==> config.mk <==
export PLATFORM = sky130hd
export DESIGN_NAME = round_robin_wait_time_flat
export DESIGN_NICKNAME = d
export VERILOG_FILES = /design/src/rtl/core/rrwt_pkg.sv /design/src/rtl/core/rrwt_if.sv /design/src/rtl/core/round_robin_wait_time.sv /design/src/flat_wrapper.sv
export SDC_FILE = /design/constraint.sdc
export NUM_CORES = 1
export LEC_CHECK = 0
export ABC_AREA = 0
export BUFFER_PORTS_ARGS = -buffer_cell sky130_fd_sc_hd__buf_2
export CAP_MARGIN = 25
export CORE_ASPECT_RATIO = 0.75
export CORE_MARGIN = 2
export CORE_UTILIZATION = 62
export CTS_CLUSTER_SIZE = 14
export DETAILED_ROUTE_END_ITERATION = 8
export GPL_TIMING_DRIVEN = 0
export HOLD_SLACK_MARGIN = 0.1
export PLACE_DENSITY = 0.79
export RECOVER_POWER = 100
export SYNTH_ARGS = -nofsm -noshare
export SYNTH_HDL_FRONTEND = slang
export SYNTH_SLANG_ARGS = --single-unit
==> constraint.sdc <==
create_clock -name clk -period 6.4 [get_ports clk]
set_input_delay 0.64 -clock clk [delete_from_list [all_inputs] [get_ports clk]]
set_output_delay 0.64 -clock clk [all_outputs]
set_load 0.05 [all_outputs]
==> src/rtl/core/rrwt_pkg.sv <==
// types and constants for the round-robin wait time block
package rrwt_pkg;

  localparam int BURST_W    = 8;
  localparam int QUANTUM_W  = 8;
  localparam int TIME_W     = 12;
  localparam int TOTAL_W    = 16;
  localparam int JOB_IDX_W  = 4;

  localparam logic [QUANTUM_W-1:0] QUANTUM_RESET = 8'd3;

  // load, then schedule visits (read, update), then result beats
  typedef enum logic [2:0] {
    ST_LOAD,
    ST_SCH_RD,
    ST_SCH_EX,
    ST_OUT_RD,
    ST_OUT_CALC,
    ST_OUT_SEND
  } rrwt_state_t;

endpackage

==> src/rtl/core/rrwt_if.sv <==
// valid/ready channel interfaces for job bursts and per-job results
interface rrwt_in_if import rrwt_pkg::*; ();
  logic               valid;
  logic               ready;
  logic [BURST_W-1:0] burst;
  logic               last_job;

  modport source (output valid, output burst, output last_job, input ready);
  modport sink   (input valid, input burst, input last_job, output ready);
endinterface

interface rrwt_out_if import rrwt_pkg::*; ();
  logic                 valid;
  logic                 ready;
  logic [JOB_IDX_W-1:0] job_index;
  logic [TIME_W-1:0]    wait_time;
  logic [TOTAL_W-1:0]   total_wait;
  logic                 last_result;

  modport source (output valid, output job_index, output wait_time,
                  output total_wait, output last_result, input ready);
  modport sink   (input valid, input job_index, input wait_time,
                  input total_wait, input last_result, output ready);
endinterface

==> src/rtl/core/round_robin_wait_time.sv <==
// round-robin scheduler that reports per-job waiting time and a running total
//
// usage: send up to MAX_PROCS bursts, one beat each, with last_job on the final
// one; bursts beyond MAX_PROCS are dropped but a last_job mark still starts the
// run. every job arrives at time zero. the block then plays round-robin rounds
// of cfg_wdata-sized slices (a quantum of zero acts as one) and emits one result
// beat per loaded job in load order with its wait (completion minus burst) and
// the running sum of waits; last_result marks the final beat. loading takes
// each offered beat without stalling. each schedule visit, for every job in
// every round, reads the job's remaining time from the store and then updates
// it through the one shared min/subtract/add unit; with n jobs there are
// R = max(1, ceil(max_burst / quantum)) rounds of n visits. each result then
// passes a store read, the wait/total calculation and the output beat, which
// waits out any sink stall. in_ch.ready is low from the last_job beat until the
// final result beat is taken. the quantum register may only be written while idle.
module round_robin_wait_time
  import rrwt_pkg::*;
#(
  parameter int MAX_PROCS = 16
) (
  input  logic                 clk,
  input  logic                 rst_n,
  rrwt_in_if.sink              in_ch,
  rrwt_out_if.source           out_ch,
  input  logic                 cfg_we,
  input  logic [QUANTUM_W-1:0] cfg_wdata
);

  // store index and job counter widths (counter can hold MAX_PROCS itself)
  localparam int IDX_W = (MAX_PROCS > 1) ? $clog2(MAX_PROCS) : 1;
  localparam int CNT_W = $clog2(MAX_PROCS + 1);
  localparam logic [CNT_W-1:0] CNT_MAX = CNT_W'(MAX_PROCS);
  localparam logic [CNT_W-1:0] CNT_ONE = CNT_W'(1);

  // job stores: bursts, remaining ticks, completion times
  logic [BURST_W-1:0] burst_mem [MAX_PROCS];
  logic [BURST_W-1:0] rem_mem   [MAX_PROCS];
  logic [TIME_W-1:0]  fin_mem   [MAX_PROCS];

  // registered read data of the stores
  logic [BURST_W-1:0] bst_q;
  logic [BURST_W-1:0] rem_q;
  logic [TIME_W-1:0]  fin_q;

  rrwt_state_t          state_r, state_nxt;
  logic [CNT_W-1:0]     cnt_r, cnt_nxt;       // jobs held in this set
  logic [CNT_W-1:0]     job_r, job_nxt;       // job under visit or report
  logic [TIME_W-1:0]    clk_now_r, clk_now_nxt;
  logic [TOTAL_W-1:0]   tot_r, tot_nxt;
  logic                 first_r, first_nxt;   // still in the first round
  logic                 busy_r, busy_nxt;     // some job unfinished this round
  logic [QUANTUM_W-1:0] quantum_r;

  // result beat registers
  logic [JOB_IDX_W-1:0] o_idx_r, o_idx_nxt;
  logic [TIME_W-1:0]    o_wait_r, o_wait_nxt;
  logic [TOTAL_W-1:0]   o_tot_r, o_tot_nxt;
  logic                 o_last_r, o_last_nxt;

  // store write controls
  logic               bst_we;
  logic               rem_we;
  logic [IDX_W-1:0]   rem_widx;
  logic [BURST_W-1:0] rem_wdata;
  logic               fin_we;
  logic [TIME_W-1:0]  fin_wdata;
  logic [IDX_W-1:0]   job_idx;

  // shared slice unit
  logic [QUANTUM_W-1:0] q_eff;
  logic [BURST_W-1:0]   run_len;
  logic [BURST_W-1:0]   rem_left;
  logic [TIME_W-1:0]    clk_adv;
  logic                 busy_any;
  logic                 last_visit;

  // report unit
  logic [TIME_W-1:0]  wait_val;
  logic [TOTAL_W-1:0] tot_add;

  assign job_idx    = job_r[IDX_W-1:0];
  assign last_visit = (job_r + CNT_ONE) == cnt_r;

  assign q_eff    = (quantum_r == '0) ? QUANTUM_W'(1) : quantum_r;
  assign run_len  = (rem_q < q_eff) ? rem_q : q_eff;
  assign rem_left = rem_q - run_len;
  assign clk_adv  = clk_now_r + TIME_W'(run_len);

  // completion minus burst wraps at the wait width
  assign wait_val = fin_q - TIME_W'(bst_q);
  assign tot_add  = tot_r + TOTAL_W'(wait_val);

  assign in_ch.ready        = (state_r == ST_LOAD);
  assign out_ch.valid       = (state_r == ST_OUT_SEND);
  assign out_ch.job_index   = o_idx_r;
  assign out_ch.wait_time   = o_wait_r;
  assign out_ch.total_wait  = o_tot_r;
  assign out_ch.last_result = o_last_r;

  // quantum register
  always_ff @(posedge clk) begin
    if (!rst_n) begin
      quantum_r <= QUANTUM_RESET;
    end else if (cfg_we) begin
      quantum_r <= cfg_wdata;
    end
  end

  // stores, written at one address and read at the current job
  always_ff @(posedge clk) begin
    if (bst_we) begin
      burst_mem[cnt_r[IDX_W-1:0]] <= in_ch.burst;
    end
    if (rem_we) begin
      rem_mem[rem_widx] <= rem_wdata;
    end
    if (fin_we) begin
      fin_mem[job_idx] <= fin_wdata;
    end
    bst_q <= burst_mem[job_idx];
    rem_q <= rem_mem[job_idx];
    fin_q <= fin_mem[job_idx];
  end

  always_ff @(posedge clk) begin
    if (!rst_n) begin
      state_r   <= ST_LOAD;
      cnt_r     <= '0;
      job_r     <= '0;
      clk_now_r <= '0;
      tot_r     <= '0;
      first_r   <= 1'b0;
      busy_r    <= 1'b0;
    end else begin
      state_r   <= state_nxt;
      cnt_r     <= cnt_nxt;
      job_r     <= job_nxt;
      clk_now_r <= clk_now_nxt;
      tot_r     <= tot_nxt;
      first_r   <= first_nxt;
      busy_r    <= busy_nxt;
    end
  end

  // result payload needs no reset
  always_ff @(posedge clk) begin
    o_idx_r  <= o_idx_nxt;
    o_wait_r <= o_wait_nxt;
    o_tot_r  <= o_tot_nxt;
    o_last_r <= o_last_nxt;
  end

  always_comb begin
    state_nxt   = state_r;
    cnt_nxt     = cnt_r;
    job_nxt     = job_r;
    clk_now_nxt = clk_now_r;
    tot_nxt     = tot_r;
    first_nxt   = first_r;
    busy_nxt    = busy_r;
    o_idx_nxt   = o_idx_r;
    o_wait_nxt  = o_wait_r;
    o_tot_nxt   = o_tot_r;
    o_last_nxt  = o_last_r;
    bst_we      = 1'b0;
    rem_we      = 1'b0;
    rem_widx    = job_idx;
    rem_wdata   = rem_left;
    fin_we      = 1'b0;
    fin_wdata   = clk_adv;
    busy_any    = busy_r;

    unique case (state_r)
      ST_LOAD: begin
        if (in_ch.valid) begin
          // full store drops the burst
          if (cnt_r < CNT_MAX) begin
            bst_we    = 1'b1;
            rem_we    = 1'b1;
            rem_widx  = cnt_r[IDX_W-1:0];
            rem_wdata = in_ch.burst;
            cnt_nxt   = cnt_r + CNT_ONE;
          end
          if (in_ch.last_job) begin
            job_nxt     = '0;
            clk_now_nxt = '0;
            first_nxt   = 1'b1;
            busy_nxt    = 1'b0;
            state_nxt   = ST_SCH_RD;
          end
        end
      end

      ST_SCH_RD: begin
        state_nxt = ST_SCH_EX;
      end

      ST_SCH_EX: begin
        if (rem_q == '0) begin
          // zero burst finishes when its first-round turn comes
          fin_we    = first_r;
          fin_wdata = clk_now_r;
        end else begin
          rem_we      = 1'b1;
          clk_now_nxt = clk_adv;
          if (rem_left == '0) begin
            fin_we = 1'b1;
          end else begin
            busy_any = 1'b1;
          end
        end
        busy_nxt = busy_any;
        if (last_visit) begin
          job_nxt = '0;
          if (busy_any) begin
            first_nxt = 1'b0;
            busy_nxt  = 1'b0;
            state_nxt = ST_SCH_RD;
          end else begin
            tot_nxt   = '0;
            state_nxt = ST_OUT_RD;
          end
        end else begin
          job_nxt   = job_r + CNT_ONE;
          state_nxt = ST_SCH_RD;
        end
      end

      ST_OUT_RD: begin
        state_nxt = ST_OUT_CALC;
      end

      ST_OUT_CALC: begin
        o_idx_nxt  = JOB_IDX_W'(job_r);
        o_wait_nxt = wait_val;
        o_tot_nxt  = tot_add;
        o_last_nxt = last_visit;
        tot_nxt    = tot_add;
        state_nxt  = ST_OUT_SEND;
      end

      ST_OUT_SEND: begin
        if (out_ch.ready) begin
          if (o_last_r) begin
            // set done: empty for the next one
            cnt_nxt     = '0;
            job_nxt     = '0;
            clk_now_nxt = '0;
            state_nxt   = ST_LOAD;
          end else begin
            job_nxt   = job_r + CNT_ONE;
            state_nxt = ST_OUT_RD;
          end
        end
      end

      default: begin
        state_nxt = ST_LOAD;
      end
    endcase
  end

endmodule

==> src/flat_wrapper.sv <==
// flat-port wrapper written by rule: the top's interface ports become plain ports
module round_robin_wait_time_flat import rrwt_pkg::*;
#(
  parameter int MAX_PROCS = 16
)
  (clk, rst_n, cfg_we, cfg_wdata, in_ch_valid, in_ch_burst, in_ch_last_job, in_ch_ready, out_ch_valid, out_ch_job_index, out_ch_wait_time, out_ch_total_wait, out_ch_last_result, out_ch_ready);
  rrwt_in_if in_ch_i ();
  rrwt_out_if out_ch_i ();
  input  logic clk;
  input  logic rst_n;
  input  logic cfg_we;
  input  logic [QUANTUM_W-1:0] cfg_wdata;
  input wire logic [$bits(in_ch_i.valid)-1:0] in_ch_valid;
  input wire logic [$bits(in_ch_i.burst)-1:0] in_ch_burst;
  input wire logic [$bits(in_ch_i.last_job)-1:0] in_ch_last_job;
  output wire logic [$bits(in_ch_i.ready)-1:0] in_ch_ready;
  output wire logic [$bits(out_ch_i.valid)-1:0] out_ch_valid;
  output wire logic [$bits(out_ch_i.job_index)-1:0] out_ch_job_index;
  output wire logic [$bits(out_ch_i.wait_time)-1:0] out_ch_wait_time;
  output wire logic [$bits(out_ch_i.total_wait)-1:0] out_ch_total_wait;
  output wire logic [$bits(out_ch_i.last_result)-1:0] out_ch_last_result;
  input wire logic [$bits(out_ch_i.ready)-1:0] out_ch_ready;
  assign in_ch_i.valid = in_ch_valid;
  assign in_ch_i.burst = in_ch_burst;
  assign in_ch_i.last_job = in_ch_last_job;
  assign in_ch_ready = in_ch_i.ready;
  assign out_ch_valid = out_ch_i.valid;
  assign out_ch_job_index = out_ch_i.job_index;
  assign out_ch_wait_time = out_ch_i.wait_time;
  assign out_ch_total_wait = out_ch_i.total_wait;
  assign out_ch_last_result = out_ch_i.last_result;
  assign out_ch_i.ready = out_ch_ready;
  round_robin_wait_time #(.MAX_PROCS(MAX_PROCS)) u_core (.clk(clk), .rst_n(rst_n), .in_ch(in_ch_i), .out_ch(out_ch_i), .cfg_we(cfg_we), .cfg_wdata(cfg_wdata));
endmodule
==> impl_metrics.json, run 1 <==
{
  "max-cap-violations": 1,
  "synth_edf_count": 481,
  "period_share_pct": 94.3,
  "wl_per_cell_um": 27.7,
  "grt_pass1_wl_um": 80900,
  "cts_root_buffer": "clkbuf_16",
  "fp.dieW_um": 227,
  "hp-class": "in2reg",
  "yosysTopAreaCellShare_pct": 62.4,
  "synth.distinct_cells": 61,
  "core.rowCount": 61,
  "cts_sinks": 560,
  "nNetsFinal": 1547,
  "critPathMaxFanout": 12,
  "drt_iter0_drc": 1848,
  "pin_count": 57,
  "syn_area_per_cell_um2": 17.3,
  "cts_tree": "done",
  "holdWs_ps": 280,
  "tightest_slew_ps": 1640,
  "grt_max_degree": 25,
  "htree_levels": 2,
  "synth_ff_type": "edfxtp_1",
  "drt-vias-per-instance": 6.54,
  "io_buffers": 55,
  "clk_pin_slew_ps": 70,
  "setup_ws_ps": 362,
  "initial_core_util_pct": 62.7,
  "die_h_um": 171,
  "cts_buffers": 51,
  "netlist_top_cells_count": "edfxtp_1 (481), mux4_2 (140), nor2_1 (97), dfxtp_1 (79), nand2_1 (62)",
  "antenna_cells": 0,
  "gr-usage-all-layers_pct": 29.2,
  "ant_nets": 0,
  "coreArea_um2": 36900,
  "drt_pass1_iterations": 5,
  "setup_viol": 0,
  "yosysTopAreaCell": "edfxtp_1",
  "clock_latency_ps": 590,
  "path_class": "reg2reg",
  "finClkSkew_ps": 28.1,
  "hold_violations": 0,
  "timing.fmax_ghz": 0.166,
  "cp-end-kind": "flip-flop",
  "rsz0062_at_grt": "no",
  "tns_ps": 0,
  "finalNonFillerCells": 2018,
  "place_hpwl_um": 36600,
  "dieArea_um2": 38900,
  "cp_data_required_time_ps": 6600,
  "max-slew-margin-rel_pct": -9.45,
  "grt_remaining_overflow": 0,
  "synthTopCellsByArea": "edfxtp_1 (62%), mux4_2 (14%), dfxtp_1 (6.8%)",
  "r2r-start": "u_core.quantum_r[6]",
  "antenna_found_initial": 4,
  "synth_seq_cells": 560,
  "synthToLayoutAreaGrowth_pct": 11.4,
  "drv_slew": 9,
  "via_count": 13200,
  "critPathLaunchType": "flip-flop",
  "dp_cells": 1911,
  "p_leak_nw": 8.52,
  "yosysWarnings": 0,
  "drt-total-wl_um": 55800,
  "crit_arrival_ps": 6240,
  "async_flop_share_pct": 0,
  "place.gp.congestion": 0.893,
  "post-place-ws_ps": 310,
  "min_from": "cfg_wdata[0]",
  "peakVddDrop_v": 0.000230,
  "grt_pass1_vias": 12900,
  "failed_checks": "capacitance limit, slew limit",
  "syn_nets": 1418,
  "status": "finished, violations left",
  "cts_buffer_depth": 3,
  "synthCells": 1342,
  "synth_most_common_cell": "edfxtp_1",
  "seq_area_frac_synth_pct": 69.2,
  "drive_gt1_share_pct": 16.8,
  "route.detailed.drc": 0,
  "finalCriticalPeriod_ps": 6040,
  "synth_area_um2": 23200,
  "pwr_density_cell_nw_per_um2": 343,
  "worstSetupStartpoint": "u_core.quantum_r[6]"
}
## worst max-delay path, stage by stage, from the launching register on
cell      delay (ps)
dfxtp_1          410
inv_1             90
ha_1             230
nor3_1           180
o21ai_1          130
o32ai_4          440
clkbuf_1         380
a211oi_1         130
a21oi_1          310
ha_1             230
inv_1             60
fa_1             430
a211oi_1         300
o21bai_1         120
a21oi_1          180
xor2_1           320
o211ai_1         250
o31ai_1          230
and2_1           330
clkbuf_1         300
nor2b_4          570
## sequential cells by signal, summed over array words and instances, names as in the netlist, 4 cells and up
signal / count
u_core.rem_mem: 128
u_core.out_ch.job_index: 4
u_core.clk_now_r: 12
u_core.job_r: 5
u_core.tot_r: 16
u_core.out_ch.total_wait: 16
u_core.quantum_r: 8
u_core.burst_mem: 128
u_core.bst_q: 8
u_core.cnt_r: 5
u_core.fin_q: 12
u_core.out_ch.wait_time: 12
u_core.rem_q: 8
u_core.fin_mem: 192
## where the power goes
part | internal, mW | switching, mW | total [mW]
sequential | 4.43 | 0.0529 | 4.49
clock | 1.65 | 1.32 | 2.97
combinational | 0.377 | 1.01 | 1.39
total | 6.47 | 2.38 | 8.85
## path summary, 6_finish.rpt
check / endpoint / slack [ps] / depth (start not counted)
worst max register to register: u_core.fin_mem[15][0] / 360 / 20
worst min-delay path: u_core.quantum_r[0] / 280 / 3
worst min register to register: u_core.tot_r[8] / 480 / 1
worst max-delay path: u_core.fin_mem[15][0] / 360 / 20
## metrics by stage
| step | utilization, % | area [µm²] | power [mW] |
|---|---|---|---|
| global route | 69.8 | 25800 | 9.13 |
| finish | 69.8 | 25800 | 8.85 |
| global placement | 65.1 | 24100 | 5.81 |
| CTS | 69.8 | 25800 | 8.85 |
| detailed placement | 65.5 | 24200 | 5.92 |
| floorplan | - | 23200 | 5.38 |
## layout by cell type (no fill, tap or decap), types with 37 or more instances in the layout
master | Yosys | final
edfxtp_1 | 481 | 481
mux4_2 | 140 | 140
clkbuf_1 | 46 | 122
nor2_1 | 97 | 97
dfxtp_1 | 79 | 79
nand2_1 | 62 | 62
clkbuf_16 | 0 | 52
ha_1 | 50 | 50
inv_1 | 37 | 37
a21oi_1 | 37 | 37
## layout make-up
cell class | count | area [µm²]
Sequential cell | 560 | 16000
Fill cell | 2318 | 11100
Multi-Input combinational cell | 684 | 6760
Clock buffer | 71 | 1400
Tap cell | 504 | 631
Timing Repair Buffer | 76 | 400
Buffer | 59 | 221
Clock inverter | 25 | 208
Inverter | 39 | 146
## repair_timing
action / CTS / global route
setup buffers: 0 / 0
resized for setup: 0 / 10
setup endpoints to repair: 0 / 120
hold buffers: 0 / 0
## kinds of logic after synthesis
kind of cell               share of synthesized area [%]
adders and majority gates                           3.05
DFF                                                 69.2
buffers and inverters                               1.65
AOI/OAI and AO/OA                                   4.71
and+or+nand+nor                                     5.78
xor gates and xnor gates                            1.63
muxes                                               14.0
## per-layer routing
| metal | up-vias | global-route usage [%] | routed length, µm |
|---|---|---|---|
| met3 | 130 | 10.2 | 7200 |
| met2 | 796 | 44.6 | 25500 |
| li1 | 5584 | - | - |
| met4 | 4 | 7.76 | 1340 |
| met5 | - | 0 | 18 |
| met1 | 6689 | 40.6 | 21700 |
No activity file was read; power rests on OpenSTA's default activity.
==> run 2: changes to the inputs <==
==> constraint.sdc (replaced) <==
create_clock -name clk -period 6.5 [get_ports clk]
set_input_delay 0.65 -clock clk [delete_from_list [all_inputs] [get_ports clk]]
set_output_delay 0.65 -clock clk [all_outputs]
set_load 0.05 [all_outputs]
==> impl_metrics.json, run 2 (synthesis results as in run 1) <==
{
  "finalCriticalPeriod_ps": 6090,
  "regMostFlops": "u_core.fin_mem",
  "final_cell_mix": "edfxtp_1 (481), mux4_2 (140), clkbuf_1 (122), nor2_1 (97), dfxtp_1 (79)",
  "p_sw_mw": 2.35,
  "initial_core_util_pct": 62.7,
  "drt_pass1_iterations": 5,
  "p_leak_nw": 8.52,
  "fin_area_um2": 25800,
  "pwr_density_cell_nw_per_um2": 338,
  "crit_arrival_ps": 6290,
  "max-slew-margin-rel_pct": -9.54,
  "antenna_found_initial": 4,
  "peakVddDrop_v": 0.000227,
  "pin_count": 57,
  "clk_pin_slew_ps": 70,
  "place_hpwl_um": 36600,
  "route.detailed.drc": 0,
  "drt-total-wl_um": 55800,
  "p_int_mw": 6.37,
  "power.share.switching_pct": 26.9,
  "grt_remaining_overflow": 0,
  "final_core_util_pct": 69.8,
  "hold_depth": 3,
  "hp-class": "in2reg",
  "status": "finished, violations left",
  "coreArea_um2": 36900,
  "antenna_cells": 0,
  "cts_tree": "done",
  "drive_gt1_share_pct": 16.8,
  "drv_slew": 9,
  "via_count": 13200,
  "cts_buffer_depth": 3,
  "holdWs_ps": 290,
  "setup_ws_ps": 411,
  "finClkSkew_ps": 28.1,
  "largest_register_ffs": 192,
  "timing.fmax_ghz": 0.164,
  "critPathLaunchType": "flip-flop",
  "ant_nets": 0,
  "final_common_cell": "edfxtp_1",
  "cp-end-kind": "flip-flop",
  "post-place-ws_ps": 410,
  "p_total_mw": 8.71,
  "fillers": 2318,
  "place.gp.congestion": 0.893,
  "cp_data_required_time_ps": 6700,
  "die_h_um": 171,
  "whs_endpoint": "u_core.quantum_r[0]",
  "cts_setup_buffers": 0,
  "dieArea_um2": 38900,
  "path_class": "reg2reg",
  "pwr-share-seq_pct": 50.7,
  "clock_latency_ps": 590,
  "dp_cells": 1911,
  "rr_worst_depth": 20,
  "ff2ff_setup_slack_ps": 410,
  "finalNonFillerCells": 2018,
  "htree_levels": 2,
  "grt_pass1_wl_um": 80900,
  "core.rowCount": 61,
  "grt_max_degree": 25,
  "hold_violations": 0,
  "r2r-start": "u_core.quantum_r[6]",
  "failed_checks": "capacitance limit, slew limit",
  "grt_pass1_vias": 12900,
  "nNetsFinal": 1547,
  "drt_iter0_drc": 1848,
  "combPwrFrac_pct": 15.7,
  "p_clk_share_pct": 33.6,
  "min_from": "cfg_wdata[0]",
  "setup_viol": 0,
  "max-cap-violations": 1,
  "critPathMaxFanout": 12,
  "cts_sinks": 560,
  "cts_root_buffer": "clkbuf_16",
  "period_share_pct": 93.7,
  "drt-vias-per-instance": 6.54,
  "wl_per_cell_um": 27.7,
  "postPlaceCellArea_um2": 24200,
  "synthToLayoutAreaGrowth_pct": 11.4,
  "io_buffers": 55,
  "gr-usage-all-layers_pct": 29.2,
  "tightest_slew_ps": 1640,
  "fp.dieW_um": 227,
  "cts_buffers": 51,
  "rsz0062_at_grt": "no",
  "tns_ps": 0,
  "r2r_end": "u_core.fin_mem[15][0]"
}
## run 2: area by class of cell
| cell class | count | area, µm² | area share [%] |
|---|---|---|---|
| Multi-Input combinational cell | 684 | 6760 | 26.2 |
| Sequential cell | 560 | 16000 | 62.1 |
| Clock inverter | 25 | 208 | 0.805 |
| Timing Repair Buffer | 76 | 400 | 1.55 |
| Buffer | 59 | 221 | 0.858 |
| Inverter | 39 | 146 | 0.567 |
| Clock buffer | 71 | 1400 | 5.44 |
| Tap cell | 504 | 631 | 2.44 |
## run 2: worst max-delay path by stage
stage                   startpoint               endpoint
6_report       u_core.quantum_r[6]  u_core.fin_mem[15][0]
3_3_place_gp   u_core.quantum_r[7]  u_core.fin_mem[15][0]
2_1_floorplan  u_core.quantum_r[5]  u_core.fin_mem[15][0]
5_1_grt        u_core.quantum_r[6]  u_core.fin_mem[15][0]
3_5_place_dp   u_core.quantum_r[6]   u_core.fin_mem[1][3]
4_1_cts        u_core.quantum_r[6]  u_core.fin_mem[15][0]
## run 2: routing by layer
metal / global-route usage [%] / up-vias / part of all wire (%)
li1: - / 5582 / -
met1: 40.6 / 6684 / 39
met2: 44.6 / 798 / 46
met3: 10.2 / 132 / 13
met4: 7.76 / 4 / 2.4
met5: 0 / - / 0.032
## run 2: worst max-delay path, stage by stage, from the launching register on
cell      delay, ps
dfxtp_1         410
inv_1            90
ha_1            230
nor3_1          180
o21ai_0         180
o32ai_4         460
clkbuf_1        380
a211oi_1        130
a21oi_1         310
ha_1            230
inv_1            60
fa_1            430
a211oi_1        300
o21bai_1        120
a21oi_1         180
xor2_1          320
o211ai_1        250
o31ai_1         230
and2_1          330
clkbuf_1        300
nor2b_4         570
## run 2: what timing repair did
action,CTS,global route
hold buffers,0,0
endpoints found under the setup margin,0,120
resized for setup,0,10
## run 2: power groups by stage
stage,sequential (mW),combinational [mW],clock (mW)
2_1_floorplan,4.47,0.825,0
3_3_place_gp,4.49,1.23,0
3_5_place_dp,4.49,1.34,0
4_1_cts,4.41,1.36,2.94
5_1_grt,4.42,1.48,3.09
6_report,4.42,1.37,2.93
